File: config.mk
export PLATFORM = sky130hd
export DESIGN_NAME = sbl_grad_calc
export DESIGN_NICKNAME = d
export VERILOG_FILES = /design/src/hdl/assert_macros.svh /design/src/hdl/sbl_pkg.sv /design/src/hdl/sbl_grad_calc.sv
export SDC_FILE = /design/constraint.sdc
export NUM_CORES = 1
export LEC_CHECK = 0
export BUFFER_PORTS_ARGS = -buffer_cell sky130_fd_sc_hd__buf_2
export CAP_MARGIN = 20
export CORE_MARGIN = 1
export CORE_UTILIZATION = 40
export DETAILED_ROUTE_END_ITERATION = 16
export SYNTH_ARGS = -nofsm -noshare
export SYNTH_HDL_FRONTEND = slang
export SYNTH_SLANG_ARGS = --single-unit
File: constraint.sdc
create_clock -name vclk -period 9.5
set_input_delay 1.425 -clock vclk [all_inputs]
set_output_delay 1.425 -clock vclk [all_outputs]
set_load 0.05 [all_outputs]
File: src/hdl/assert_macros.svh
// Assertion macros shared by the RTL of the Sobel gradient block.
// Define NO_ASSERTIONS to compile every macro to nothing.
`ifndef ASSERT_MACROS_SVH
`define ASSERT_MACROS_SVH
`ifndef NO_ASSERTIONS
// Checked on every rising clk edge outside reset.
`define SBL_ASSERT(name, prop, msg) \
    name: assert property (@(posedge clk) disable iff (!rst_n) prop) \
        else $error(msg);
// Checked on every rising clk edge, during reset as well.
`define SBL_ASSERT_NR(name, prop, msg) \
    name: assert property (@(posedge clk) prop) else $error(msg);
`else
`define SBL_ASSERT(name, prop, msg)
`define SBL_ASSERT_NR(name, prop, msg)
`endif
`endif

File: src/hdl/sbl_pkg.sv
// Shared constants, types and codes of the Sobel gradient block.
// No dependencies; every RTL module of the block uses it.
package sbl_pkg;

    localparam int MAX_WIDTH  = 1024;
    localparam int COL_W      = $clog2(MAX_WIDTH);
    localparam int ROW_W      = 16;
    localparam int PIX_W      = 8;
    localparam int GRAD_W     = 11;
    localparam int CFG_WID_W  = 11;
    localparam int PADDR_W    = 3;
    localparam int PDATA_W    = 32;

    // Register indexes, decoded from paddr[2].
    localparam logic REG_FRAME_WIDTH  = 1'b0;
    localparam logic REG_FRAME_HEIGHT = 1'b1;

    typedef logic [PIX_W-1:0] pix_t;
    // One window column: entry 0 is the oldest row, entry 2 the current row.
    typedef pix_t [2:0] col_t;
    typedef logic [1:0] win_idx_t;

    localparam win_idx_t WIN_ABOVE = 2'd0;
    localparam win_idx_t WIN_MID   = 2'd1;
    localparam win_idx_t WIN_CUR   = 2'd2;

    // Results one input can cause, in delivery order.
    typedef logic [1:0] res_code_t;
    localparam res_code_t RES_PREV_LEFT = 2'd0;
    localparam res_code_t RES_PREV_HERE = 2'd1;
    localparam res_code_t RES_CUR_LEFT  = 2'd2;
    localparam res_code_t RES_CUR_HERE  = 2'd3;

    typedef struct packed {
        logic             en;
        logic [COL_W-1:0] addr;
        pix_t             up;
        pix_t             mid;
    } ls_wr_t;

endpackage

File: src/hdl/sbl_grad_calc.sv
// Sobel x and y gradients of one 3x3 window given as three columns.
// Depends on sbl_pkg; purely combinational.
module sbl_grad_calc
(
    input  sbl_pkg::col_t     lft,
    input  sbl_pkg::col_t     ctr,
    input  sbl_pkg::col_t     rgt,
    input  sbl_pkg::win_idx_t it,
    input  sbl_pkg::win_idx_t im,
    input  sbl_pkg::win_idx_t ib,
    output logic signed [sbl_pkg::GRAD_W-1:0] grad_x,
    output logic signed [sbl_pkg::GRAD_W-1:0] grad_y
);

    sbl_pkg::pix_t tl, tc, tr, ml, mr, bl, bc, br;
    logic [sbl_pkg::GRAD_W-1:0] pos_x, neg_x, pos_y, neg_y;

    assign tl = lft[it];
    assign tc = ctr[it];
    assign tr = rgt[it];
    assign ml = lft[im];
    assign mr = rgt[im];
    assign bl = lft[ib];
    assign bc = ctr[ib];
    assign br = rgt[ib];

    // Each weighted sum stays below 1024, so the sign bit of every term is zero.
    assign pos_x = sbl_pkg::GRAD_W'(tr) + sbl_pkg::GRAD_W'({mr, 1'b0}) + sbl_pkg::GRAD_W'(br);
    assign neg_x = sbl_pkg::GRAD_W'(tl) + sbl_pkg::GRAD_W'({ml, 1'b0}) + sbl_pkg::GRAD_W'(bl);
    assign pos_y = sbl_pkg::GRAD_W'(bl) + sbl_pkg::GRAD_W'({bc, 1'b0}) + sbl_pkg::GRAD_W'(br);
    assign neg_y = sbl_pkg::GRAD_W'(tl) + sbl_pkg::GRAD_W'({tc, 1'b0}) + sbl_pkg::GRAD_W'(tr);

    assign grad_x = $signed(pos_x - neg_x);
    assign grad_y = $signed(pos_y - neg_y);

endmodule

==> impl_metrics.env <==
export IMPL_synth_nets=668
export IMPL_worstPathMaxFanout=25
export IMPL_rows=35
export IMPL_synth_xor_area_frac=0.04063
export IMPL_initial_core_util=0.4160
export IMPL_grt_start_max_net_pins=26
export IMPL_drt_wirelength_per_cell_um=15.69
export IMPL_final_cell_mix="buf_2 (100), inv_1 (98), mux2i_1 (65), fa_1 (52), a21oi_1 (44)"
export IMPL_required_ps=8080
export IMPL_port_buffers=100
export IMPL_via_count=3709
export IMPL_synthAdderAreaFrac=0.3779
export IMPL_syn_cell_area_um2=3880
export IMPL_syn_area_per_cell_um2=7.698
export IMPL_io_pins=100
export IMPL_n_clock_buffer=0
export IMPL_drive_above_1_share=0.1849
export IMPL_slew_violations=0
export IMPL_synth_sequential_area_ratio=0
export IMPL_core_um2=9328
export IMPL_fin_nets=750
export IMPL_final_common_cell="buf_2"
export IMPL_hpwl_um=9483
export IMPL_seq_cells=0
export IMPL_status="finished, final reports clean"
export IMPL_setup_viol=0
export IMPL_slowest_stage="nor2b_1"
export IMPL_synth_top_family_by_area="adder cells"
export IMPL_synth_compound_gate_area_share=0.1857
export IMPL_seqCellArea_um2=0
export IMPL_dieArea_um2=10100
export IMPL_syn_inst=504
export IMPL_wirelength_um=11190
export IMPL_routabilityCongestion=0.9222
export IMPL_antenna_left=0
export IMPL_grt_pass1_wl_um=18580
export IMPL_syn_to_final_growth_pct=15.06
export IMPL_die_x_um=100.5
export IMPL_worstMarginPinSlew_ps=825.0
export IMPL_worstSetupPathType="primary input to output port"
export IMPL_worst_hold_path_type="primary input to output port"
export IMPL_cts_hold_buf=0
export IMPL_cp_cell_sequence="buf_2, nor2b_1, buf_4, nand2_1, o21ai_0, fa_1, fa_1, inv_1, fa_1, inv_1, ha_1, nor2b_4, o31a_1, or4b_1, nand3_1, buf_2"
export IMPL_fin_tns_setup_ps=0
export IMPL_crit_top_cell="fa_1"
export IMPL_arrival_ps=6430
export IMPL_cp_start_kind="primary input"
export IMPL_synth_cell_type_count=32
export IMPL_hold_violations=0
export IMPL_slew_headroom=0.4500
export IMPL_yosysWarnings=0
export IMPL_drc_errors=0
export IMPL_hold_ws_ps=3595
export IMPL_grt_pass1_vias=3859
export IMPL_first_iter_violations=227
export IMPL_drv_cap=0
export IMPL_firstDrtPassIters=4
export IMPL_synthMuxAreaShare=0.1677
export IMPL_cts_setup_buffers=0
export IMPL_rsz0062_at_grt="false"
export IMPL_max_stage_delay_ps=750
export IMPL_endpoint_kind="output port"
export IMPL_synthSimpleGateAreaFrac=0.1067
export IMPL_grt_use_total=0.2325
export IMPL_die_h_um=100.5
export IMPL_whs_path_depth=4
export IMPL_fmax_mhz=127.3
export IMPL_antenna_cells=0
export IMPL_viasPerCell=5.202
export IMPL_antenna_found_initial=0
export IMPL_fin_util=0.4786
export IMPL_holdPathEnd="grad_y[0]"
export IMPL_period_share=0.8272
export IMPL_period_minus_slack_ps=7858
export IMPL_cts_resized=0
export IMPL_grt_overflow=0
export IMPL_hold_start="lft[17]"
layout make-up:
cell class | count | area, um^2
fill | 950 | 4863
tap | 129 | 161.4
multi-input combinational | 383 | 3412
timing repair buffer | 103 | 523.0
inverter | 98 | 367.9
synth_stat cells (3+ instances only):
library cell	instances	area, um^2
o21a_1	6	45.04
buf_2	13	65.06
xnor2_1	16	140.1
clkbuf_1	9	33.78
nor2_1	40	150.1
fa_1	52	1041
o22a_1	3	26.28
or4_1	3	22.52
a21o_1	16	120.1
nand3_1	3	15.01
o22ai_1	6	37.54
a211oi_1	3	22.52
inv_1	98	367.9
o21ai_0	32	160.2
mux2i_1	65	650.6
nand2_1	36	135.1
a21oi_1	44	220.2
nor2b_1	6	37.54
ha_1	34	425.4
through the flow:
stage                     setup WS [ps]  instance area, um^2  cells
after floorplan                    2385                 3880    504
after CTS                          1654                 4464    713
after detailed placement           1683                 4464    713
after global placement             1741                 4464    713
after global routing               1344                 4464    713
final                              1642                 4464    713
critical path: cells and delay by family:
family | cells | cell delay (ps)
fa+ha+maj | 4 | 1920
simple gates | 5 | 1540
buf+inv | 5 | 1060
compound gates | 2 | 480
kinds of logic after synthesis:
family,Yosys count
buf+inv,121
compound gates,119
simple gates,95
fa+ha+maj,86
mux,65
xor+xnor,18
routing by layer:
metal,track usage,up-vias,wire [um]
met4,0.01449,0,63
met1,0.3172,1769,4891
li1,-,1826,-
met5,0,-,0
met2,0.4299,110,5576
met3,0.004854,4,654
worst max path at each step:
stage           from        end  slack [ps]  cells after the start
3_3_place_gp   ib[1]  grad_x[7]        1740                     16
6_report       ib[1]  grad_x[7]        1640                     16
5_1_grt        ib[1]  grad_x[7]        1340                     16
3_5_place_dp   ib[1]  grad_x[7]        1680                     16
2_1_floorplan  it[0]  grad_x[9]        2390                     19
4_1_cts        ib[1]  grad_x[7]        1650                     16
Power is not shown: default switching activity piles up to over one toggle a cycle in this logic, so the estimate is an artifact.
